[src/sv/rhcc_pkg.sv]
package rhcc_pkg;

    // field widths
    localparam int CH_W   = 8;
    localparam int HUE_W  = 9;
    localparam int NUM_W  = 17;
    localparam int DIV_STEPS = 9;

    // hexcone offsets in degrees
    localparam logic [7:0] GREEN_BASE = 8'd120;
    localparam logic [7:0] BLUE_BASE  = 8'd240;
    localparam logic [HUE_W-1:0] HUE_FULL = 9'd360;
    localparam logic signed [NUM_W+1:0] HUE_SECTOR = 19'sd60;

    // classification windows
    localparam logic [HUE_W-1:0] RED_HUE_HI  = 9'd245;
    localparam logic [HUE_W-1:0] RED_HUE_LO  = 9'd36;
    localparam logic [HUE_W-1:0] BLUE_HUE_LO = 9'd198;
    localparam logic [HUE_W-1:0] BLUE_HUE_HI = 9'd234;
    localparam logic [HUE_W-1:0] YEL_HUE_LO  = 9'd36;
    localparam logic [HUE_W-1:0] YEL_HUE_HI  = 9'd72;
    localparam logic [CH_W-1:0]  SAT_MIN      = 8'd128;
    localparam logic [CH_W-1:0]  BLUE_SAT_MAX = 8'd242;
    localparam logic [CH_W-1:0]  YEL_SAT_MIN  = 8'd141;
    localparam logic [CH_W-1:0]  YEL_SAT_MAX  = 8'd204;
    localparam logic [CH_W-1:0]  BRIGHT_MIN   = 8'd128;

    // which channel holds the maximum
    typedef enum logic [2:0] {
        SEL_RED   = 3'b001,
        SEL_GREEN = 3'b010,
        SEL_BLUE  = 3'b100
    } t_sel;

    // word handed from cell to cell along the divider chain
    typedef struct packed {
        logic [NUM_W-1:0] h_rem;
        logic [NUM_W-1:0] h_den;
        logic [HUE_W-1:0] h_quo;
        logic [NUM_W-1:0] s_rem;
        logic [NUM_W-1:0] s_den;
        logic [HUE_W-1:0] s_quo;
        logic             h_neg;
        logic             h_zero;
        logic             s_zero;
        logic [CH_W-1:0]  bright;
    } t_div_word;

    // finished pixel
    typedef struct packed {
        logic             is_yellow;
        logic             is_blue;
        logic             is_red;
        logic [CH_W-1:0]  bright;
        logic [CH_W-1:0]  sat;
        logic [HUE_W-1:0] hue;
    } t_result;

endpackage

[src/sv/rhcc_front.sv]
module rhcc_front (
    input  logic                        i_clk,
    input  logic                        i_rst_n,
    input  logic                        i_valid,
    output logic                        o_ready,
    input  logic [rhcc_pkg::CH_W-1:0]   i_red,
    input  logic [rhcc_pkg::CH_W-1:0]   i_green,
    input  logic [rhcc_pkg::CH_W-1:0]   i_blue,
    output logic                        o_valid,
    input  logic                        i_ready,
    output rhcc_pkg::t_div_word         o_word
);

    // stage a: max, min, chroma and the signed channel difference
    logic                              r_a_valid;
    rhcc_pkg::t_sel                    r_a_sel;
    logic signed [rhcc_pkg::CH_W:0]    r_a_d;
    logic [rhcc_pkg::CH_W-1:0]         r_a_c;
    logic [rhcc_pkg::CH_W-1:0]         r_a_mx;
    logic                              r_a_neg;

    rhcc_pkg::t_sel                    n_a_sel;
    logic signed [rhcc_pkg::CH_W:0]    n_a_d;
    logic [rhcc_pkg::CH_W-1:0]         n_a_mx;
    logic [rhcc_pkg::CH_W-1:0]         n_a_mn;
    logic                              n_a_neg;

    // stage b: numerators and shifted divisors
    logic                              r_b_valid;
    rhcc_pkg::t_div_word               r_b_word;
    rhcc_pkg::t_div_word               n_b_word;
    logic [15:0]                       base_c;
    logic signed [rhcc_pkg::NUM_W+1:0] h_scaled;
    logic signed [rhcc_pkg::NUM_W+1:0] h_sum;

    logic a_ready;
    logic b_ready;

    assign b_ready = !r_b_valid || i_ready;
    assign a_ready = !r_a_valid || b_ready;
    assign o_ready = a_ready;
    assign o_valid = r_b_valid;
    assign o_word  = r_b_word;

    // channel compare, red wins ties, then green
    always_comb begin
        n_a_mn  = i_red;
        n_a_neg = 1'b0;
        if (i_green < n_a_mn) begin
            n_a_mn = i_green;
        end
        if (i_blue < n_a_mn) begin
            n_a_mn = i_blue;
        end
        if (i_red >= i_green && i_red >= i_blue) begin
            n_a_sel = rhcc_pkg::SEL_RED;
            n_a_mx  = i_red;
            n_a_neg = i_green < i_blue;
            n_a_d   = n_a_neg ? $signed({1'b0, i_blue - i_green})
                              : $signed({1'b0, i_green - i_blue});
        end else if (i_green >= i_blue) begin
            n_a_sel = rhcc_pkg::SEL_GREEN;
            n_a_mx  = i_green;
            n_a_d   = $signed({1'b0, i_blue}) - $signed({1'b0, i_red});
        end else begin
            n_a_sel = rhcc_pkg::SEL_BLUE;
            n_a_mx  = i_blue;
            n_a_d   = $signed({1'b0, i_red}) - $signed({1'b0, i_green});
        end
    end

    always_ff @(posedge i_clk) begin
        if (!i_rst_n) begin
            r_a_valid <= 1'b0;
        end else if (a_ready) begin
            r_a_valid <= i_valid;
        end
        if (a_ready && i_valid) begin
            r_a_sel <= n_a_sel;
            r_a_d   <= n_a_d;
            r_a_c   <= n_a_mx - n_a_mn;
            r_a_mx  <= n_a_mx;
            r_a_neg <= n_a_neg;
        end
    end

    // sector offset times chroma
    always_comb begin
        case (r_a_sel)
            rhcc_pkg::SEL_RED:   base_c = 16'd0;
            rhcc_pkg::SEL_GREEN: base_c = {8'b0, r_a_c} * {8'b0, rhcc_pkg::GREEN_BASE};
            rhcc_pkg::SEL_BLUE:  base_c = {8'b0, r_a_c} * {8'b0, rhcc_pkg::BLUE_BASE};
            default:             base_c = 16'd0;
        endcase
    end

    // hue numerator is always non-negative and below 2^17
    assign h_scaled = (rhcc_pkg::NUM_W+2)'(r_a_d);
    assign h_sum    = (rhcc_pkg::NUM_W+2)'(h_scaled * rhcc_pkg::HUE_SECTOR)
                    + $signed({3'b000, base_c});

    always_comb begin
        n_b_word        = '0;
        n_b_word.h_rem  = h_sum[rhcc_pkg::NUM_W-1:0];
        n_b_word.h_den  = {1'b0, r_a_c, 8'b0};
        n_b_word.s_rem  = {1'b0, r_a_c, 8'b0} - {9'b0, r_a_c};
        n_b_word.s_den  = {1'b0, r_a_mx, 8'b0};
        n_b_word.h_neg  = r_a_neg;
        n_b_word.h_zero = (r_a_c == '0);
        n_b_word.s_zero = (r_a_mx == '0);
        n_b_word.bright = r_a_mx;
    end

    always_ff @(posedge i_clk) begin
        if (!i_rst_n) begin
            r_b_valid <= 1'b0;
        end else if (b_ready) begin
            r_b_valid <= r_a_valid;
        end
        if (b_ready && r_a_valid) begin
            r_b_word <= n_b_word;
        end
    end

endmodule

[src/sv/rhcc_div_cell.sv]
module rhcc_div_cell (
    input  logic                i_clk,
    input  logic                i_rst_n,
    input  logic                i_valid,
    output logic                o_ready,
    input  rhcc_pkg::t_div_word i_word,
    output logic                o_valid,
    input  logic                i_ready,
    output rhcc_pkg::t_div_word o_word
);

    logic                r_valid;
    rhcc_pkg::t_div_word r_word;
    rhcc_pkg::t_div_word n_word;
    logic                h_fit;
    logic                s_fit;

    assign o_ready = !r_valid || i_ready;
    assign o_valid = r_valid;
    assign o_word  = r_word;

    // one restoring step for hue and saturation, divisor halves for the next cell
    assign h_fit = i_word.h_rem >= i_word.h_den;
    assign s_fit = i_word.s_rem >= i_word.s_den;

    always_comb begin
        n_word       = i_word;
        n_word.h_rem = h_fit ? i_word.h_rem - i_word.h_den : i_word.h_rem;
        n_word.s_rem = s_fit ? i_word.s_rem - i_word.s_den : i_word.s_rem;
        n_word.h_quo = {i_word.h_quo[rhcc_pkg::HUE_W-2:0], h_fit};
        n_word.s_quo = {i_word.s_quo[rhcc_pkg::HUE_W-2:0], s_fit};
        n_word.h_den = {1'b0, i_word.h_den[rhcc_pkg::NUM_W-1:1]};
        n_word.s_den = {1'b0, i_word.s_den[rhcc_pkg::NUM_W-1:1]};
    end

    always_ff @(posedge i_clk) begin
        if (!i_rst_n) begin
            r_valid <= 1'b0;
        end else if (o_ready) begin
            r_valid <= i_valid;
        end
        if (o_ready && i_valid) begin
            r_word <= n_word;
        end
    end

endmodule

[src/sv/rhcc_back.sv]
module rhcc_back (
    input  logic                i_clk,
    input  logic                i_rst_n,
    input  logic                i_valid,
    output logic                o_ready,
    input  rhcc_pkg::t_div_word i_word,
    output logic                o_valid,
    input  logic                i_ready,
    output rhcc_pkg::t_result   o_result
);

    logic                            r_valid;
    rhcc_pkg::t_result               r_result;
    rhcc_pkg::t_result               n_result;
    logic [rhcc_pkg::HUE_W-1:0]      hue;
    logic [rhcc_pkg::CH_W-1:0]       sat;
    logic                            bright_ok;

    assign o_ready  = !r_valid || i_ready;
    assign o_valid  = r_valid;
    assign o_result = r_result;

    // wrap negative red hue, zero the gray and black cases
    always_comb begin
        if (i_word.h_zero) begin
            hue = '0;
        end else if (i_word.h_neg && i_word.h_quo != '0) begin
            hue = rhcc_pkg::HUE_FULL - i_word.h_quo;
        end else begin
            hue = i_word.h_quo;
        end
        sat       = i_word.s_zero ? '0 : i_word.s_quo[rhcc_pkg::CH_W-1:0];
        bright_ok = i_word.bright >= rhcc_pkg::BRIGHT_MIN;
    end

    // colour windows
    always_comb begin
        n_result.hue       = hue;
        n_result.sat       = sat;
        n_result.bright    = i_word.bright;
        n_result.is_red    = (hue >= rhcc_pkg::RED_HUE_HI || hue <= rhcc_pkg::RED_HUE_LO)
                           && sat >= rhcc_pkg::SAT_MIN && bright_ok;
        n_result.is_blue   = hue >= rhcc_pkg::BLUE_HUE_LO && hue <= rhcc_pkg::BLUE_HUE_HI
                           && sat >= rhcc_pkg::SAT_MIN && sat <= rhcc_pkg::BLUE_SAT_MAX
                           && bright_ok;
        n_result.is_yellow = hue >= rhcc_pkg::YEL_HUE_LO && hue <= rhcc_pkg::YEL_HUE_HI
                           && sat >= rhcc_pkg::YEL_SAT_MIN && sat <= rhcc_pkg::YEL_SAT_MAX
                           && bright_ok;
    end

    always_ff @(posedge i_clk) begin
        if (!i_rst_n) begin
            r_valid <= 1'b0;
        end else if (o_ready) begin
            r_valid <= i_valid;
        end
        if (o_ready && i_valid) begin
            r_result <= n_result;
        end
    end

endmodule

[src/sv/rgb_hsv_color_classifier.sv]
// RGB to HSV colour classifier.
// Slave stream: one 8-bit RGB pixel per transfer on i_s_axis_tdata.
// Master stream: hue in whole degrees, saturation and value on o_m_axis_tdata,
// with the red, blue and yellow window flags on o_m_axis_tuser.
// Every pixel gives exactly one result, in order.
// An accepted transfer reaches o_m_axis_tvalid through two
// front stages (max/min/chroma, then numerators), a chain of nine divider
// cells that each resolve one quotient bit of hue and saturation together,
// and one output register that applies the hue wrap and the colour windows.
// Throughput is one pixel per clock while i_m_axis_tready stays high; the
// nine-cell divider chain sets the latency, and every stage holds its own valid bit.
// When the receiver stalls, the result holds in the output register and the
// stages behind it keep filling until each holds a pixel; only then does
// o_s_axis_tready fall.
// A synchronous low on i_rst_n empties every stage; no result is pending
// after reset and the block is ready in the next cycle.
module rgb_hsv_color_classifier (
    input  logic        i_clk,
    input  logic        i_rst_n,
    input  logic        i_s_axis_tvalid,
    output logic        o_s_axis_tready,
    input  logic [23:0] i_s_axis_tdata,  // red[7:0], green[15:8], blue[23:16]
    output logic        o_m_axis_tvalid,
    input  logic        i_m_axis_tready,
    output logic [31:0] o_m_axis_tdata,  // hue[8:0], saturation[16:9], brightness[24:17], zero
    output logic [2:0]  o_m_axis_tuser   // is_red[0], is_blue[1], is_yellow[2]
);

    localparam int N = rhcc_pkg::DIV_STEPS;

    logic                valid [0:N];
    logic                ready [0:N];
    rhcc_pkg::t_div_word word  [0:N];
    rhcc_pkg::t_result   result;

    // max, min, chroma and numerators
    rhcc_front u_front (
        .i_clk   (i_clk),
        .i_rst_n (i_rst_n),
        .i_valid (i_s_axis_tvalid),
        .o_ready (o_s_axis_tready),
        .i_red   (i_s_axis_tdata[7:0]),
        .i_green (i_s_axis_tdata[15:8]),
        .i_blue  (i_s_axis_tdata[23:16]),
        .o_valid (valid[0]),
        .i_ready (ready[0]),
        .o_word  (word[0])
    );

    // divider chain, most significant quotient bit first
    for (genvar k = 0; k < N; k++) begin : g_cell
        rhcc_div_cell u_cell (
            .i_clk   (i_clk),
            .i_rst_n (i_rst_n),
            .i_valid (valid[k]),
            .o_ready (ready[k]),
            .i_word  (word[k]),
            .o_valid (valid[k+1]),
            .i_ready (ready[k+1]),
            .o_word  (word[k+1])
        );
    end

    // hue wrap, zero cases, colour windows and output register
    rhcc_back u_back (
        .i_clk    (i_clk),
        .i_rst_n  (i_rst_n),
        .i_valid  (valid[N]),
        .o_ready  (ready[N]),
        .i_word   (word[N]),
        .o_valid  (o_m_axis_tvalid),
        .i_ready  (i_m_axis_tready),
        .o_result (result)
    );

    // output packing
    assign o_m_axis_tdata = {7'b0, result.bright, result.sat, result.hue};
    assign o_m_axis_tuser = {result.is_yellow, result.is_blue, result.is_red};

endmodule

[config.mk]
export PLATFORM = sky130hd
export DESIGN_NAME = rgb_hsv_color_classifier
export DESIGN_NICKNAME = d
export VERILOG_FILES = /design/src/sv/rhcc_pkg.sv /design/src/sv/rhcc_front.sv /design/src/sv/rhcc_div_cell.sv /design/src/sv/rhcc_back.sv /design/src/sv/rgb_hsv_color_classifier.sv
export SDC_FILE = /design/constraint.sdc
export NUM_CORES = 1
export LEC_CHECK = 0
export BUFFER_PORTS_ARGS = -buffer_cell sky130_fd_sc_hd__buf_2
export CAP_MARGIN = 30
export CORE_MARGIN = 2
export CORE_UTILIZATION = 50
export CTS_BUF_LIST = sky130_fd_sc_hd__clkbuf_8
export CTS_CLUSTER_SIZE = 12
export DETAILED_ROUTE_END_ITERATION = 6
export PLACE_DENSITY = 0.7
export SLEW_MARGIN = 20
export SYNTH_ARGS = -nofsm -noshare
export SYNTH_HDL_FRONTEND = slang
export SYNTH_HIERARCHICAL = 1
export SYNTH_SLANG_ARGS = --single-unit
[constraint.sdc]
create_clock -name i_clk -period 5.95 [get_ports i_clk]
set_input_delay 1.19 -clock i_clk [delete_from_list [all_inputs] [get_ports i_clk]]
set_output_delay 1.19 -clock i_clk [all_outputs]
set_load 0.01 [all_outputs]
==> summary.txt <==
Clock tree
  • H-tree depth: 4
  • CTS resizes: 0
  • CTS tree: done
  • Setup Buffers After CTS: 0
  • TritonCTS Buffers: 140
  • Post-CTS Hold Buffers: 0
  • Clk root buf: clkbuf_8
  • Skew-Pair Late Insertion Delay: 0.81 ns
  • Clock Sinks: 827
  • Clock Pin Slew Worst Setup and Hold Paths: 0.06 ns
  • Bufs on Longest Clock Path: 3

STA
  • Clk_skew: 0.03973 ns
  • RSZ-0062 raised after global routing: false
  • Fmax: 188.8 MHz
  • Fin. max-slew vios: 0
  • Final worst path period need: 5.298 ns
  • Final Hold Vio Count: 0
  • Worst Tran Pin Value: 0.8847 ns
  • Final setup fails: 0
  • Period utilization: 89.04%
  • Worst Slack Setup Final: 0.6523 ns
  • WHS: 0.4077 ns
  • Max-slew headroom: 40.83%

Final layout
  • FILL cells: 8658
  • P&R area growth vs syn: 8.820%
  • Design area: 56130 µm²
  • Layout cell share with drive strength beyond 1: 11.23%
  • Final std cells w/o fill: 6222
  • # nets final: 5233

Placement
  • Post-DP HPWL: 79.06 mm
  • Cells after DPL: 5969
  • DP Worst Slack: -0.08566 ns
  • Placer Congestion: 0.9029
  • DP Area: 53310 µm²
  • Port-buffer cells: 57

Floorplan
  • Die X: 325.2 µm
  • Starting Density: 50.55%
  • Die H: 325.2 µm
  • Num rows: 117
  • Die area: 105700 µm²
  • # IOs: 65
  • Core Region: 102000 µm²

Critical path
  • Worst-path fanout max: 4
  • Critical path capture point type: output pin
  • Slowest CP cell: nor2b_1
  • Worst EP required: 4.76 ns
  • Critical path type: in -> out
  • Cell mode on critical path: nand2b_1
  • Max incr delay on CP: 0.37 ns
  • Worst Path Arrival: 4.11 ns
  • Worst setup SP type: input port
  • CP top delay family: simple AND/OR/NAND/NOR gates
  • CP Buf/Inv Count: 2
  • Cell Chain, Critical Path: buf_2 > nand2b_1 > nand2b_1 > nand2b_1 > nand2b_1 > nand2b_1 > nand2b_1 > nand2b_1 > nand2b_1 > nand2b_1 > nand2b_1 > nor2b_1 > nand2_1 > buf_2

Detailed routing
  • Detailed Routing Iterations Pass 1: 5
  • Met2 routed WL: 50.82 mm
  • DR top layer: met4
  • Antenna Nets Post-Route: 0
  • # DRC: 0
  • Drt via density: 5.485
  • Wire length on met1: 44.70 mm
  • Final wirelength: 102.4 mm
  • DRT iter0 DRCs: 2036
  • Met3 WL post-DR: 3.409 mm
  • Via count of the routed design: 34130
  • Avg WL per Cell: 16.46 µm

Pwr
  • Logic pwr share: 33.0%
  • Clk pwr share: 27.9%
  • Static Leak: 22.90 nW
  • Max IR drop VDD: 374.5 µV
  • Switching Share: 32.02%
  • Overall Power: 17.84 mW
  • Pwr Density: 317.8 nW/µm²
  • Switching pwr: 5.712 mW
  • Cell Int Power: 12.13 mW
  • Sequential share of power: 39.1%

Worst hold path
  • Hold WC Path Type: reg -> reg

Global route
  • Number of global-route vias before repair: 34157
  • Total gr overflow: 0
  • Tot GR Track Use: 19.38%
  • Largest net degree at the start of global routing: 85
  • Antenna violations before repair: 1
  • First-pass GRT wire length: 169.6 mm

Synth
  • Yosys warnings: 6
  • Mean area per synthesized cell: 11.26 µm²
  • Cells after Synth: 4581
  • Cell Area, Synth: 51580 µm²

Run
  • Number of max-cap violations: 0

Outcome
  • Run status: finished, final reports clean
-- flip-flops by register name, indices dropped and copies added (netlist names), 3 cells and up --
signal,cells
u_front/r_a_sel,3
u_front/r_a_c,8
g_cell.u_cell/o_word,708
u_front/r_a_d,9
u_back/o_result,28
g_cell.u_cell/o_valid,9
u_front/o_word,50
u_front/r_a_mx,8
-- routing by layer --
layer  up-vias  GRT usage (%)
met5         -              0
met4         0          8.001
met3       230          2.829
met2       663          34.14
met1     16068          23.76
li1      17169              -
-- stage by stage --
stage	utilization [%]	setup TNS, ns
6_report	55.01	0
5_1_grt	55.01	0
4_1_cts	54.95	0
3_5_place_dp	52.25	-0.08566
3_3_place_gp	52.16	-0.04586
2_1_floorplan	-	0
-- layout make-up --
type	count	area [µm²]	share of cell area, %
antenna	1	2.502	0.004458
clock buffer	144	1982	3.531
clock inverter	105	769.5	1.371
inverter	521	1968	3.506
multi-input combinational	3133	24090	42.93
sequential	827	24710	44.03
tap	1368	1712	3.049
timing repair buffer	123	887.1	1.580
-- power groups by stage --
| stage | combinational, mW | clock (mW) | sequential, mW |
|---|---|---|---|
| after floorplan | 4.79 | 0 | 7.01 |
| after global placement | 5.71 | 0 | 7.09 |
| after detailed placement | 5.87 | 0 | 7.09 |
| after CTS | 5.91 | 5.14 | 6.97 |
| after global routing | 6.67 | 5.40 | 6.99 |
| final | 5.90 | 4.97 | 6.97 |
-- cell usage in the layout, fill, tap and decap left out, drive strengths merged, types with 119 or more instances in the layout --
master / n
xnor2: 157
edfxtp: 815
nand2: 228
ha: 411
inv: 569
o21ai: 246
clkbuf: 144
buf: 123
nor2: 232
a21oi: 304
mux2: 160
a21o: 119
-- worst paths after layout --
kind	start	endpoint	cells after the start	slack, ns
max reg2reg	u_front/r_a_d[0]$_DFFE_PP_	u_front/o_word[96]$_DFFE_PP_	20	1.06
max	i_m_axis_tready	o_s_axis_tready	14	0.65
min reg2reg	g_cell[4].u_cell/o_word[5]$_DFFE_PP_	g_cell[5].u_cell/o_word[5]$_DFFE_PP_	0	0.41
min	g_cell[4].u_cell/o_word[5]$_DFFE_PP_	g_cell[5].u_cell/o_word[5]$_DFFE_PP_	0	0.41
No activity file was read; power rests on OpenSTA's default activity.
